**src/design/pdte_pkg.sv**
```systemverilog
// Shared types and constants for the PDF date to epoch seconds converter.
package pdte_pkg;

  typedef enum logic [2:0] {
    PH_D      = 3'd0,
    PH_COLON  = 3'd1,
    PH_DIGITS = 3'd2,
    PH_PLUS   = 3'd3,
    PH_MINUS  = 3'd4,
    PH_QUOTE  = 3'd5,
    PH_END    = 3'd6
  } phase_t;

  typedef enum logic [2:0] {
    BK_IDLE  = 3'd0,
    BK_NORM  = 3'd1,
    BK_ERA   = 3'd2,
    BK_DAYS  = 3'd3,
    BK_SUM   = 3'd4,
    BK_MUL   = 3'd5,
    BK_TOTAL = 3'd6,
    BK_OUT   = 3'd7
  } bk_state_t;

  // Parsed date handed from the front end to the back end.
  typedef struct packed {
    logic               ok;
    logic [13:0]        year;
    logic [6:0]         mon_p;    // month number, 0 means December of the year before
    logic [6:0]         mday;
    logic [6:0]         hour;
    logic [6:0]         minute;
    logic [6:0]         second;
    logic signed [19:0] zone;
  } date_rec_t;

  typedef struct packed {
    logic full;
    logic empty;
  } q_stat_t;

  localparam logic [7:0] CH_D     = 8'h44;
  localparam logic [7:0] CH_COLON = 8'h3A;
  localparam logic [7:0] CH_Z     = 8'h5A;
  localparam logic [7:0] CH_PLUS  = 8'h2B;
  localparam logic [7:0] CH_MINUS = 8'h2D;
  localparam logic [7:0] CH_QUOTE = 8'h27;
  localparam logic [7:0] CH_ZERO  = 8'h30;
  localparam logic [7:0] CH_NINE  = 8'h39;

  localparam logic [4:0] POS_MAX     = 5'd31;
  localparam logic [4:0] POS_ZONE_H1 = 5'd17;
  localparam logic [4:0] POS_ZONE_H0 = 5'd18;
  localparam logic [4:0] POS_ZONE_Q  = 5'd19;
  localparam logic [4:0] POS_ZONE_M1 = 5'd20;
  localparam logic [4:0] POS_ZONE_M0 = 5'd21;
  localparam logic [4:0] DIGITS_FULL = 5'd14;

  localparam logic [15:0] ZW_H1 = 16'd36000;
  localparam logic [15:0] ZW_H0 = 16'd3600;
  localparam logic [15:0] ZW_M1 = 16'd600;
  localparam logic [15:0] ZW_M0 = 16'd60;

  localparam logic [17:0] DAYS_PER_ERA = 18'd146097;
  localparam logic [19:0] DAY_BIAS     = 20'd865566;
  localparam logic [13:0] YEAR_BIAS    = 14'd399;
  localparam logic [8:0]  ERA_YEARS    = 9'd400;

endpackage

```
**src/design/pdf_date_to_epoch_seconds.sv**
```systemverilog
// Top level of the PDF date string to UTC epoch seconds converter.
//
// Characters of a "D:YYYY[MM[DD[hh[mm[ss[Z|+HH'mm['] | -HH'mm[']]]]]]]" string
// are taken one per cycle; the parser holds no stall of its own and only waits
// when the result queue (QUEUE_DEPTH entries) is full. The character flagged
// with in_last_char yields one result: out_is_date and the UTC seconds since
// 1970-01-01 in out_epoch_seconds (zero when the string is not a date). Each
// conversion in the back end walks the normalization, era loop (one pass per
// 400-year era of the year, up to 26), day count, sum, multiply and total
// states; a rejected string goes straight to output. A finished result sits
// in the output register while the next one is converted. Reset is synchronous.
module pdf_date_to_epoch_seconds #(
  parameter int QUEUE_DEPTH = 2
) (
  input  logic               clk,
  input  logic               rst_n,
  input  logic               in_valid,
  output logic               in_ready,
  input  logic [7:0]         in_char_code,
  input  logic               in_last_char,
  output logic               out_valid,
  input  logic               out_ready,
  output logic               out_is_date,
  output logic signed [38:0] out_epoch_seconds
);

  pdte_pkg::q_stat_t   q_stat;
  pdte_pkg::date_rec_t push_rec;
  pdte_pkg::date_rec_t pop_rec;
  logic                push;
  logic                pop;

  pdte_front u_front (
    .clk          (clk),
    .rst_n        (rst_n),
    .in_valid     (in_valid),
    .in_ready     (in_ready),
    .in_char_code (in_char_code),
    .in_last_char (in_last_char),
    .q_stat       (q_stat),
    .push         (push),
    .push_rec     (push_rec)
  );

  pdte_queue #(
    .DEPTH (QUEUE_DEPTH)
  ) u_queue (
    .clk      (clk),
    .rst_n    (rst_n),
    .push     (push),
    .push_rec (push_rec),
    .pop      (pop),
    .pop_rec  (pop_rec),
    .q_stat   (q_stat)
  );

  pdte_back u_back (
    .clk               (clk),
    .rst_n             (rst_n),
    .q_stat            (q_stat),
    .pop_rec           (pop_rec),
    .pop               (pop),
    .out_valid         (out_valid),
    .out_ready         (out_ready),
    .out_is_date       (out_is_date),
    .out_epoch_seconds (out_epoch_seconds)
  );

endmodule

```
**src/design/pdte_front.sv**
```systemverilog
// Front end: character parser that collects date fields and zone offset.
module pdte_front (
  input  logic                clk,
  input  logic                rst_n,
  input  logic                in_valid,
  output logic                in_ready,
  input  logic [7:0]          in_char_code,
  input  logic                in_last_char,
  input  pdte_pkg::q_stat_t   q_stat,
  output logic                push,
  output pdte_pkg::date_rec_t push_rec
);

  pdte_pkg::phase_t   phase_r, phase_nxt;
  logic [4:0]         pos_r, pos_nxt;
  logic [4:0]         dc_r, dc_nxt;
  logic [13:0]        year_r, year_nxt;
  logic [6:0]         month_r, month_nxt;
  logic [6:0]         day_r, day_nxt;
  logic [6:0]         hour_r, hour_nxt;
  logic [6:0]         min_r, min_nxt;
  logic [6:0]         sec_r, sec_nxt;
  logic signed [19:0] zone_r, zone_nxt;
  logic               rej_r, rej_nxt;

  logic               acc;
  logic               is_dig;
  logic [3:0]         dig;
  logic [7:0]         dsub;
  logic [15:0]        zw;
  logic signed [19:0] zprod;

  assign in_ready = !q_stat.full;
  assign acc      = in_valid && in_ready;
  assign is_dig   = (in_char_code >= pdte_pkg::CH_ZERO) && (in_char_code <= pdte_pkg::CH_NINE);
  assign dsub     = in_char_code - pdte_pkg::CH_ZERO;
  assign dig      = dsub[3:0];

  always_comb begin
    case (pos_r)
      pdte_pkg::POS_ZONE_H1: zw = pdte_pkg::ZW_H1;
      pdte_pkg::POS_ZONE_H0: zw = pdte_pkg::ZW_H0;
      pdte_pkg::POS_ZONE_M1: zw = pdte_pkg::ZW_M1;
      pdte_pkg::POS_ZONE_M0: zw = pdte_pkg::ZW_M0;
      default:               zw = 16'd0;
    endcase
  end

  assign zprod = $signed({16'd0, dig}) * $signed({4'd0, zw});

  always_comb begin
    phase_nxt = phase_r;
    dc_nxt    = dc_r;
    year_nxt  = year_r;
    month_nxt = month_r;
    day_nxt   = day_r;
    hour_nxt  = hour_r;
    min_nxt   = min_r;
    sec_nxt   = sec_r;
    zone_nxt  = zone_r;
    rej_nxt   = rej_r;
    pos_nxt   = (pos_r == pdte_pkg::POS_MAX) ? pos_r : pos_r + 5'd1;
    if (!rej_r) begin
      case (phase_r)
        pdte_pkg::PH_D: begin
          if (in_char_code == pdte_pkg::CH_D) phase_nxt = pdte_pkg::PH_COLON;
          else rej_nxt = 1'b1;
        end
        pdte_pkg::PH_COLON: begin
          if (in_char_code == pdte_pkg::CH_COLON) phase_nxt = pdte_pkg::PH_DIGITS;
          else rej_nxt = 1'b1;
        end
        pdte_pkg::PH_DIGITS: begin
          if (is_dig) begin
            if (dc_r < pdte_pkg::DIGITS_FULL) begin
              dc_nxt = dc_r + 5'd1;
              if (dc_r < 5'd4)       year_nxt  = 14'(year_r * 14'd10 + 14'(dig));
              else if (dc_r < 5'd6)  month_nxt = 7'(month_r * 7'd10 + 7'(dig));
              else if (dc_r < 5'd8)  day_nxt   = 7'(day_r * 7'd10 + 7'(dig));
              else if (dc_r < 5'd10) hour_nxt  = 7'(hour_r * 7'd10 + 7'(dig));
              else if (dc_r < 5'd12) min_nxt   = 7'(min_r * 7'd10 + 7'(dig));
              else                   sec_nxt   = 7'(sec_r * 7'd10 + 7'(dig));
            end else begin
              rej_nxt = 1'b1;
            end
          end else if (dc_r != pdte_pkg::DIGITS_FULL) begin
            rej_nxt = 1'b1;
          end else if (in_char_code == pdte_pkg::CH_Z) begin
            phase_nxt = pdte_pkg::PH_END;
          end else if (in_char_code == pdte_pkg::CH_PLUS) begin
            phase_nxt = pdte_pkg::PH_PLUS;
          end else if (in_char_code == pdte_pkg::CH_MINUS) begin
            phase_nxt = pdte_pkg::PH_MINUS;
          end else begin
            rej_nxt = 1'b1;
          end
        end
        pdte_pkg::PH_PLUS, pdte_pkg::PH_MINUS: begin
          if (pos_r == pdte_pkg::POS_ZONE_Q) begin
            if (in_char_code != pdte_pkg::CH_QUOTE) rej_nxt = 1'b1;
          end else if (!is_dig || zw == 16'd0) begin
            rej_nxt = 1'b1;
          end else begin
            if (phase_r == pdte_pkg::PH_MINUS) zone_nxt = zone_r - zprod;
            else zone_nxt = zone_r + zprod;
            if (pos_r == pdte_pkg::POS_ZONE_M0) phase_nxt = pdte_pkg::PH_QUOTE;
          end
        end
        pdte_pkg::PH_QUOTE: begin
          if (in_char_code == pdte_pkg::CH_QUOTE) phase_nxt = pdte_pkg::PH_END;
          else rej_nxt = 1'b1;
        end
        default: rej_nxt = 1'b1;
      endcase
    end
  end

  assign push = acc && in_last_char;

  always_comb begin
    push_rec.ok = !rej_nxt &&
                  (((phase_nxt == pdte_pkg::PH_DIGITS) && (dc_nxt >= 5'd4) && !dc_nxt[0]) ||
                   (phase_nxt == pdte_pkg::PH_QUOTE) || (phase_nxt == pdte_pkg::PH_END));
    push_rec.year   = year_nxt;
    push_rec.mon_p  = (dc_nxt >= 5'd6) ? month_nxt : 7'd1;
    push_rec.mday   = (dc_nxt >= 5'd8) ? day_nxt : 7'd1;
    push_rec.hour   = hour_nxt;
    push_rec.minute = min_nxt;
    push_rec.second = sec_nxt;
    push_rec.zone   = zone_nxt;
  end

  always_ff @(posedge clk) begin
    if (!rst_n || push) begin
      phase_r <= pdte_pkg::PH_D;
      pos_r   <= 5'd0;
      dc_r    <= 5'd0;
      year_r  <= 14'd0;
      month_r <= 7'd0;
      day_r   <= 7'd0;
      hour_r  <= 7'd0;
      min_r   <= 7'd0;
      sec_r   <= 7'd0;
      zone_r  <= 20'sd0;
      rej_r   <= 1'b0;
    end else if (acc) begin
      phase_r <= phase_nxt;
      pos_r   <= pos_nxt;
      dc_r    <= dc_nxt;
      year_r  <= year_nxt;
      month_r <= month_nxt;
      day_r   <= day_nxt;
      hour_r  <= hour_nxt;
      min_r   <= min_nxt;
      sec_r   <= sec_nxt;
      zone_r  <= zone_nxt;
      rej_r   <= rej_nxt;
    end
  end

endmodule

```
**src/design/pdte_queue.sv**
```systemverilog
// Queue of parsed dates between the parser and the calendar back end.
module pdte_queue #(
  parameter int DEPTH = 2
) (
  input  logic                clk,
  input  logic                rst_n,
  input  logic                push,
  input  pdte_pkg::date_rec_t push_rec,
  input  logic                pop,
  output pdte_pkg::date_rec_t pop_rec,
  output pdte_pkg::q_stat_t   q_stat
);

  localparam int AW = (DEPTH > 1) ? $clog2(DEPTH) : 1;
  localparam int CW = $clog2(DEPTH + 1);
  localparam logic [AW-1:0] LAST_IDX = AW'(DEPTH - 1);
  localparam logic [CW-1:0] FULL_CNT = CW'(DEPTH);

  pdte_pkg::date_rec_t mem [DEPTH];
  logic [AW-1:0] wr_ptr_r, rd_ptr_r;
  logic [CW-1:0] cnt_r;
  logic          do_push, do_pop;

  assign q_stat.full  = (cnt_r == FULL_CNT);
  assign q_stat.empty = (cnt_r == '0);
  assign do_push      = push && !q_stat.full;
  assign do_pop       = pop && !q_stat.empty;
  assign pop_rec      = mem[rd_ptr_r];

  always_ff @(posedge clk) begin
    if (do_push) mem[wr_ptr_r] <= push_rec;
  end

  always_ff @(posedge clk) begin
    if (!rst_n) begin
      wr_ptr_r <= '0;
      rd_ptr_r <= '0;
      cnt_r    <= '0;
    end else begin
      if (do_push) wr_ptr_r <= (wr_ptr_r == LAST_IDX) ? '0 : wr_ptr_r + AW'(1);
      if (do_pop)  rd_ptr_r <= (rd_ptr_r == LAST_IDX) ? '0 : rd_ptr_r + AW'(1);
      if (do_push && !do_pop)      cnt_r <= cnt_r + CW'(1);
      else if (do_pop && !do_push) cnt_r <= cnt_r - CW'(1);
    end
  end

endmodule

```
**src/design/pdte_back.sv**
```systemverilog
// Back end: calendar conversion sequencer and output register.
module pdte_back (
  input  logic                clk,
  input  logic                rst_n,
  input  pdte_pkg::q_stat_t   q_stat,
  input  pdte_pkg::date_rec_t pop_rec,
  output logic                pop,
  output logic                out_valid,
  input  logic                out_ready,
  output logic                out_is_date,
  output logic signed [38:0]  out_epoch_seconds
);

  pdte_pkg::bk_state_t state_r, state_nxt;

  pdte_pkg::date_rec_t rec_r;
  logic [13:0]         yy_r;
  logic [4:0]          era_r;
  logic [8:0]          doy_r;
  logic [18:0]         hms_r;
  logic [21:0]         era_days_r;
  logic [17:0]         doe_r;
  logic signed [23:0]  days_r;
  logic signed [40:0]  dsec_r;
  logic signed [40:0]  t_r;

  logic                out_valid_r;
  logic                out_is_date_r;
  logic signed [38:0]  out_epoch_r;

  logic                out_load;
  logic                out_free;

  logic [6:0]          mon;
  logic [3:0]          cnt12;
  logic [3:0]          qp;
  logic [3:0]          mm;
  logic [14:0]         yy_sum;
  logic [8:0]          yoe;
  logic [1:0]          cent;
  logic signed [40:0]  t_final;
  logic                date_ok;

  function automatic logic [8:0] month_doy(input logic [3:0] m);
    case (m)
      4'd0:    month_doy = 9'd306;
      4'd1:    month_doy = 9'd337;
      4'd2:    month_doy = 9'd0;
      4'd3:    month_doy = 9'd31;
      4'd4:    month_doy = 9'd61;
      4'd5:    month_doy = 9'd92;
      4'd6:    month_doy = 9'd122;
      4'd7:    month_doy = 9'd153;
      4'd8:    month_doy = 9'd184;
      4'd9:    month_doy = 9'd214;
      4'd10:   month_doy = 9'd245;
      4'd11:   month_doy = 9'd275;
      default: month_doy = 9'd0;
    endcase
  endfunction

  assign out_free = !out_valid_r || out_ready;

  always_comb begin
    state_nxt = state_r;
    case (state_r)
      pdte_pkg::BK_IDLE: begin
        if (!q_stat.empty) state_nxt = pop_rec.ok ? pdte_pkg::BK_NORM : pdte_pkg::BK_OUT;
      end
      pdte_pkg::BK_NORM:  state_nxt = pdte_pkg::BK_ERA;
      pdte_pkg::BK_ERA: begin
        if (yy_r < 14'(pdte_pkg::ERA_YEARS)) state_nxt = pdte_pkg::BK_DAYS;
      end
      pdte_pkg::BK_DAYS:  state_nxt = pdte_pkg::BK_SUM;
      pdte_pkg::BK_SUM:   state_nxt = pdte_pkg::BK_MUL;
      pdte_pkg::BK_MUL:   state_nxt = pdte_pkg::BK_TOTAL;
      pdte_pkg::BK_TOTAL: state_nxt = pdte_pkg::BK_OUT;
      pdte_pkg::BK_OUT: begin
        if (out_free) state_nxt = pdte_pkg::BK_IDLE;
      end
      default: state_nxt = pdte_pkg::BK_IDLE;
    endcase
  end

  always_comb begin
    pop      = 1'b0;
    out_load = 1'b0;
    case (state_r)
      pdte_pkg::BK_IDLE: pop = !q_stat.empty;
      pdte_pkg::BK_OUT:  out_load = out_free;
      default: begin
        pop      = 1'b0;
        out_load = 1'b0;
      end
    endcase
  end

  always_ff @(posedge clk) begin
    if (!rst_n) state_r <= pdte_pkg::BK_IDLE;
    else state_r <= state_nxt;
  end

  // month normalization into year carry and month index
  always_comb begin
    mon   = rec_r.mon_p - 7'd1;
    cnt12 = 4'd0;
    for (int i = 1; i <= 8; i++) begin
      if (mon >= 7'(12 * i)) cnt12 = cnt12 + 4'd1;
    end
    if (rec_r.mon_p == 7'd0) begin
      qp = 4'd0;
      mm = 4'd11;
    end else begin
      qp = cnt12 + 4'd1;
      mm = 4'(mon - 7'(cnt12) * 7'd12);
    end
    yy_sum = {1'b0, rec_r.year} + {1'b0, pdte_pkg::YEAR_BIAS} + 15'(qp) -
             ((mm <= 4'd1) ? 15'd1 : 15'd0);
  end

  assign yoe  = yy_r[8:0];
  assign cent = {1'b0, (yoe >= 9'd100)} + {1'b0, (yoe >= 9'd200)} + {1'b0, (yoe >= 9'd300)};

  assign t_final = t_r - 41'(rec_r.zone);
  assign date_ok = rec_r.ok && (t_r > 41'sd0);

  always_ff @(posedge clk) begin
    case (state_r)
      pdte_pkg::BK_IDLE: rec_r <= pop_rec;
      pdte_pkg::BK_NORM: begin
        yy_r  <= yy_sum[13:0];
        era_r <= 5'd0;
        doy_r <= month_doy(mm);
        hms_r <= 19'(rec_r.hour * 19'd3600) + 19'(rec_r.minute * 19'd60) + 19'(rec_r.second);
      end
      pdte_pkg::BK_ERA: begin
        if (yy_r >= 14'(pdte_pkg::ERA_YEARS)) begin
          yy_r  <= yy_r - 14'(pdte_pkg::ERA_YEARS);
          era_r <= era_r + 5'd1;
        end
      end
      pdte_pkg::BK_DAYS: begin
        doe_r      <= 18'(yoe * 18'd365) + 18'(yoe >> 2) - 18'(cent) + 18'(doy_r);
        era_days_r <= 22'(era_r) * 22'(pdte_pkg::DAYS_PER_ERA);
      end
      pdte_pkg::BK_SUM: begin
        days_r <= $signed({2'b0, era_days_r}) + $signed({6'b0, doe_r}) +
                  $signed({17'b0, rec_r.mday}) - $signed({4'b0, pdte_pkg::DAY_BIAS});
      end
      pdte_pkg::BK_MUL:   dsec_r <= 41'(days_r) * 41'sd86400;
      pdte_pkg::BK_TOTAL: t_r <= dsec_r + $signed({22'b0, hms_r});
      default: begin
        yy_r <= yy_r;
      end
    endcase
  end

  always_ff @(posedge clk) begin
    if (!rst_n) out_valid_r <= 1'b0;
    else if (out_load) out_valid_r <= 1'b1;
    else if (out_ready) out_valid_r <= 1'b0;
  end

  always_ff @(posedge clk) begin
    if (out_load) begin
      out_is_date_r <= date_ok;
      out_epoch_r   <= date_ok ? t_final[38:0] : 39'sd0;
    end
  end

  assign out_valid         = out_valid_r;
  assign out_is_date       = out_is_date_r;
  assign out_epoch_seconds = out_epoch_r;

endmodule
```
**config.mk**
```make
export PLATFORM = sky130hd
export DESIGN_NAME = pdf_date_to_epoch_seconds
export DESIGN_NICKNAME = d
export VERILOG_FILES = /design/src/design/pdte_pkg.sv /design/src/design/pdf_date_to_epoch_seconds.sv /design/src/design/pdte_front.sv /design/src/design/pdte_queue.sv /design/src/design/pdte_back.sv
export SDC_FILE = /design/constraint.sdc
export NUM_CORES = 2
export LEC_CHECK = 0
export BUFFER_PORTS_ARGS = -buffer_cell sky130_fd_sc_hd__buf_2
export CAP_MARGIN = 20
export CORE_UTILIZATION = 45
export CTS_BUF_LIST = sky130_fd_sc_hd__clkbuf_16
export CTS_CLUSTER_DIAMETER = 40
export CTS_CLUSTER_SIZE = 8
export DETAILED_ROUTE_END_ITERATION = 12
export PLACE_DENSITY_LB_ADDON = 0.25
export SLEW_MARGIN = 0
export SYNTH_ARGS = -nofsm -noshare
export SYNTH_HDL_FRONTEND = slang
export SYNTH_SLANG_ARGS = --single-unit
```
**constraint.sdc**
```tcl
create_clock -name clk -period 11.96 [get_ports clk]
set_clock_uncertainty 0.1 [all_clocks]
set_input_delay 0.598 -clock clk [delete_from_list [all_inputs] [get_ports clk]]
set_output_delay 0.598 -clock clk [all_outputs]
set_load 0.05 [all_outputs]
```
# Word level (Yosys, flattened, before mapping)
# Memories as Yosys holds them, arrays and structs flattened. A register that Yosys moved wholly into a read port is not among the register bits.
# Index checks and enable logic that the tools add are counted.
[word_totals]
regBits = 378
latch_bits = 0
mem_bits_rw = 140
mem_bits_ro = 144
inputBits = 13
out_inout_bits = 42
elab_cells = 304
mem_count = 2
[mem_list]
columns = ["name", "depth", "word_bits", "rd", "rd_ports_with_merged_regs", "write_ports", "line", "rtl"]
rows = [
  ["(no name shown)", 16, 9, 1, 1, 0, "pdte_back.sv:45", "case (m)"],
  ["u_queue.mem", 2, 70, 1, 1, 1, "pdte_queue.sv:19", "pdte_pkg::date_rec_t mem [DEPTH];"],
]
[classes]
n_addsub = 42
n_mul = 13
n_div = 0
n_lt_le_gt_ge = 26
eq_ne = 34
n_shift = 0
muxes = 115
bitwise_logic = 1
n_reduce_logical = 37
[op_table]
columns = ["cell", "count"]
rows = [
  ["7-bit two-way mux", 41],
  ["20-bit two-way mux", 5],
  ["14-bit two-way mux", 6],
  ["16-bit one-hot mux with 4 select lines", 1],
  ["3-bit two-way mux", 16],
  ["41-bit by 20-bit adder with 41-bit output", 1],
  ["41-bit by 1-bit > comparator with 1-bit output (second input constant)", 1],
  ["39-bit by 20-bit subtractor with 39-bit output", 1],
  ["4-bit two-way mux", 9],
  ["7-bit by 4-bit adder with 7-bit output", 5],
  ["7-bit by 3-bit multiplier with 6-bit output (second input constant)", 5],
  ["24-bit by 11-bit multiplier with 34-bit output (second input constant)", 1],
  ["8-bit by 6-bit equality test with 1-bit output (second input constant)", 4],
  ["5-bit equality test (second input constant)", 6],
  ["14-bit by 4-bit adder with 14-bit output", 2],
  ["4-bit by 1-bit adder with 4-bit output (second input constant)", 7],
  ["14-bit one-hot mux with 2 select lines", 1],
  ["1-bit two-way mux", 25],
  ["5-bit two-way mux", 5],
  ["24-bit by 8-bit adder with 24-bit output", 1],
  ["3-bit equality test (second input constant)", 8],
  ["3-bit one-hot mux with 8 select lines", 1],
  ["24-bit by 21-bit subtractor with 24-bit output (second input constant)", 1],
  ["22-bit by 18-bit adder with 23-bit output", 1],
  ["other kinds (67)", 114],
]

# Longest topological paths before layout
[depth]
word_depth = 24
ltp_mapped = 45
ltp_nobuf = 42

# Modules after synthesis
# A second synthesis with hierarchy kept.
[unflattened]
cells_unflattened = 3796
area_unflattened_um2 = 39833.2
[by_module_without_submodules]
columns = ["module", "instances", "cells_each", "area_each_um2", "seq_area_each_um2"]
rows = [
  ["pdte_back", 1, 2433, 25841.0, 8968.6],
  ["pdte_front", 1, 1120, 8725.9, 1621.6],
  ["pdte_queue", 1, 243, 5266.3, 4304.1],
]

# Least setup slack after synthesis
# OpenSTA, ideal clock, no wires.
[synth_timing]
path_type = "register -> register"
from = "register u_back.rec_r[48] (netlist name)"
to = "register u_back.yy_r[13] (data pin)"
setup_ns = 0.268
arrival_ns = 8.816
required_ns = 11.592
path_slack_ns = 2.776
stages_incl_launch_ff = 43
n_path_buf = 2
synth_period_minus_slack_ns = 9.184
path_cell_list = "edfxtp_1 buf_6 inv_1 ha_1 or3b_4 o31ai_2 and2_2 o211ai_1 ha_1 xnor2_2 ha_1 and2_1 a21o_1 ha_1 nor2_1 nor2_1 ha_1 inv_1 (+7 left out) xnor2_1 xnor2_1 clkbuf_1 nand2_1 nor2_1 fa_1 inv_1 ha_1 fa_1 a21o_1 a21o_1 a211oi_1 o21ai_0 a211o_1 a21o_1 a21oi_1 xnor2_1 o21ai_0"
[synth_between]
elab_chain_cells = 24
elab_cells_between_ends = 35
classes_between = "add/sub: 12; mul: 1; order compare: 9; mux: 12; reduce/logical: 1"
[synth_lines]
columns = ["item", "line", "rtl"]
rows = [
  ["start: declaration", "pdte_back.sv:16", "pdte_pkg::date_rec_t rec_r;"],
  ["start signal: assignment", "pdte_back.sv:129", "pdte_pkg::BK_IDLE: rec_r <= pop_rec;"],
  ["7-bit by 1-bit subtractor with 7-bit output", "pdte_back.sv:105", "mon = rec_r.mon_p - 7'd1;"],
  ["7-bit by 4-bit greater-or-equal comparator with 1-bit output", "pdte_back.sv:108", "if (mon >= 7'(12 * i)) cnt12 = cnt12 + 4'd1;"],
  ["1-bit two-way mux", "pdte_back.sv:108", ""],
  ["1-bit by 1-bit adder with 2-bit output", "pdte_back.sv:108", ""],
  ["4-bit two-way mux", "pdte_back.sv:108", ""],
  ["4-bit by 1-bit adder with 4-bit output", "pdte_back.sv:108", ""],
  ["4-bit two-way mux", "pdte_back.sv:108", ""],
  ["4-bit by 1-bit adder with 4-bit output", "pdte_back.sv:108", ""],
  ["(+8 left out)", "n/a", ""],
  ["4-bit two-way mux", "pdte_back.sv:108", ""],
  ["4-bit by 2-bit multiplier with 2-bit output", "pdte_back.sv:115", "mm = 4'(mon - 7'(cnt12) * 7'd12);"],
  ["4-bit subtractor", "pdte_back.sv:115", ""],
  ["4-bit two-way mux", "pdte_back.sv:110", "if (rec_r.mon_p == 7'd0) begin"],
  ["4-bit by 1-bit <= comparator with 1-bit output", "pdte_back.sv:118", "((mm <= 4'd1) ? 15'd1 : 15'd0);"],
  ["1-bit two-way mux", "pdte_back.sv:118", ""],
  ["14-bit subtractor *", "pdte_back.sv:117", "yy_sum = {1'b0, rec_r.year} + {1'b0, pdte_pkg::YEAR_BIAS} + 15'(qp) -"],
  ["14-bit one-hot mux with 2 select lines *", "pdte_back.sv:128", "case (state_r)"],
  ["end signal: assignment", "pdte_back.sv:131", "yy_r <= yy_sum[13:0];"],
  ["end signal: assignment", "pdte_back.sv:138", "yy_r <= yy_r - 14'(pdte_pkg::ERA_YEARS);"],
  ["end signal: assignment", "pdte_back.sv:153", "yy_r <= yy_r;"],
  ["end: declaration", "pdte_back.sv:17", "logic [13:0] yy_r;"],
]
# Mark *: on every way between the ends. The rest lies on a longest branch, timed or not.
# A chain may end at the register's enable or synchronous reset.

# Worst setup path in the final report
# Ends and elaborated chain as after synthesis.

==> reports/metrics.yaml <==
status:
  status: "completed"
worst_setup_path:
  r2r_cells: 40
  reg2reg_to: "u_back.yy_r[13]"
  r2r-start: "u_back.rec_r[48]"
  cp.required_ns: 12.23
  reg2reg_slack_ns: 1.28
  slowest_stage: "xnor2_1"
  cp-start-kind: "flip-flop"
  cpPeakStageDelay_ns: 0.62
  path_common_cell: "ha_1"
  cp_max_fo: 17
  arrival_ns: 10.95
  setup.worst_path.end_class: "flip-flop"
  crit_type: "reg -> reg"
placed_design:
  dp_cells: 5024
  port_buffers: 54
  dp_hpwl_mm: 59.13
  routabilityCongestion: 0.8491
cts:
  cts_made_buffers: 91
  cts-root-buf: "clkbuf_16"
  worstSkewPairLatency_ns: 0.64
  cts.sinks: 520
  clockBufferDepth: 3
  h-tree-depth: 3
  cts.clk_slew.worst_paths_ns: 0.05
  post_cts_buffers: 0
  cts_tree: "built"
  postCtsHoldBufs: 0
  cts_resized: 0
synthesis:
  yosys_warnings: 0
  syn_area_um2: 39950
  avgSynthCellArea_um2: 10.28
  synth-edff-count: 430
  ys.flop_type: "edfxtp_1"
  syn-num-nets: 4590
  synthDistinctLibCells: 102
  synth_seq_cells: 520
  synth-async-reset-ratio_pct: 0
  yosysSeqAreaShare_pct: 36.83
  syn_inst: 3888
global_route:
  grt_pass1_vias: 26480
  grt_pass1_wl_mm: 130.8
  grt_max_degree: 82
  grt-ovfl-total: 0
  gr-usage-all-layers_pct: 17.61
  antenna_found_initial: 1
hold_path:
  hold_end: "u_queue.wr_ptr_r"
  hold_path_class: "in -> reg"
  worstHoldStart: "rst_n"
  min_path_cells: 2
timing:
  fin_crit_sh_pct: 89.27
  setup_viol: 0
  slew_headroom_pct: 31.19
  tns_ns: 0
  grt_setup_unrepaired: "no"
  fmax_mhz: 93.66
  hold_violations: 0
  slew_violations: 0
  whs_ns: 0.2684
  tightestPinTransition_ns: 1.030
  layout_min_cycle_time_ns: 10.68
floorplan:
  fp.dieW_um: 300.0
  start_util_pct: 45.77
  die_y_um: 300.0
  dieArea_um2: 89980
  ioPinCount: 55
  core-area_um2: 87290
  rows: 108
layout:
  synthToLayoutAreaGrowth_pct: 11.09
  final_cell_count_no_fill: 5184
  layout.nets: 4666
  drive_above_1_share_pct: 8.515
  n_fill_cell: 7911
  post-route-util_pct: 50.85
drt:
  post_drt_wl_per_cell_um: 15.21
  dr.pass1.iters: 5
  routed_wl_mm: 78.86
  avgViaCountPerCell: 5.231
  ant_nets: 0
  dr_total_vias: 27120
  drc_errors: 0
  drtIter0Drc: 1300
job:
  max-cap-violations: 0
-- kinds of logic after synthesis --
group / after synthesis / share of synthesized area, %
muxes: 103 / 2.847
DFF: 520 / 36.83
xor gates and xnor gates: 310 / 6.905
other: 2 / 0.01880
and+or+nand+nor: 951 / 11.53
buffers and inverters: 588 / 5.634
adders and majority gates: 689 / 24.70
AOI/OAI and AO/OA: 725 / 11.54
-- flip-flops by register name (all words and copies together) (netlist names), 7 cells and up, named ones only --
name                      cells
u_back.days_r                24
u_back.doe_r                 18
u_back.doy_r                  9
u_back.dsec_r                34
u_back.era_days_r            22
u_back.hms_r                 19
u_back.out_epoch_seconds     39
u_back.rec_r                 68
u_back.t_r                   41
u_back.yy_r                  14
u_front.day_r                 7
u_front.hour_r                7
u_front.min_r                 7
u_front.month_r               7
u_front.sec_r                 7
u_front.year_r               14
u_front.zone_r               18
u_queue.mem                 136
-- critical path: cells and delay by family (launching register included) --
family | cells | cell delay, ns
xor+xnor | 4 | 1.19
flops | 1 | 0.55
buf+inv | 3 | 0.27
compound gates | 10 | 2.01
fa+ha+maj | 11 | 3.28
mux | 3 | 0.83
simple gates | 9 | 2.14
-- cells in the final DEF, fill, tap and decap left out, types with 39 or more instances in the layout --
cell       count
nor2_1       257
fa_1         166
mux2_2        81
nand3_1       64
ha_1         523
nor2b_1       39
dfxtp_1       89
a21oi_1      245
o21ai_0      143
xor2_1        91
inv_1        521
clkbuf_16     96
a21o_1        68
xnor2_1      215
edfxtp_1     430
nor3_1        72
and2_1        39
buf_2         54
nand2_1      266
a211oi_1      48
-- stage by stage --
stage	instance area (µm²)	setup slack [ns]
2_1_floorplan	39950	2.776
3_3_place_gp	41480	1.541
3_5_place_dp	41480	1.317
4_1_cts	44350	1.256
5_1_grt	44380	0.4036
6_report	44390	1.283
-- cell usage after synthesis, drive strengths merged, types with 50 or more instances --
cell type | number | area share [%]
clkbuf | 77 | 0.77
o21ai | 146 | 1.8
a211oi | 50 | 0.96
a21oi | 246 | 3.1
nand2 | 268 | 2.5
a21o | 68 | 1.3
nand3 | 64 | 0.80
dfxtp | 90 | 4.5
edfxtp | 430 | 32
inv | 496 | 4.7
fa | 166 | 8.3
mux2 | 82 | 2.3
xnor2 | 217 | 4.8
xor2 | 91 | 2.0
ha | 523 | 16
nor3 | 73 | 0.91
nor2 | 262 | 2.5
-- metal layers --
layer | GRT usage (%) | up-vias | wire, µm
li1 | - | 13750 | -
met1 | 23.73 | 12880 | 37830
met2 | 29.31 | 369 | 36540
met3 | 2.529 | 124 | 2648
met4 | 5.272 | 0 | 1838
met5 | 0 | - | 0
-- layout make-up --
type / instances / area, µm² / share of cell area [%]
clock inverter: 61 / 467.9 / 1.054
tap: 1155 / 1445 / 3.256
timing repair buffer: 73 / 432.9 / 0.9754
inverter: 498 / 1869 / 4.212
multi-input combinational: 2780 / 23050 / 51.93
sequential: 520 / 14720 / 33.15
clock buffer: 96 / 2402 / 5.412
antenna: 1 / 2.502 / 0.005638
-- worst max-delay path by stage --
stage	from	endpoint	slack (ns)
after floorplan	u_back.rec_r[48]	u_back.yy_r[13]	2.78
after global placement	u_back.rec_r[48]	u_back.yy_r[13]	1.54
after detailed placement	u_back.rec_r[48]	u_back.yy_r[13]	1.32
after CTS	u_back.rec_r[48]	u_back.yy_r[13]	1.26
after global routing	u_back.rec_r[48]	u_back.yy_r[13]	0.40
final	u_back.rec_r[48]	u_back.yy_r[13]	1.28
Power is not shown: default switching activity piles up to over one toggle a cycle in this logic, so the estimate is an artifact.
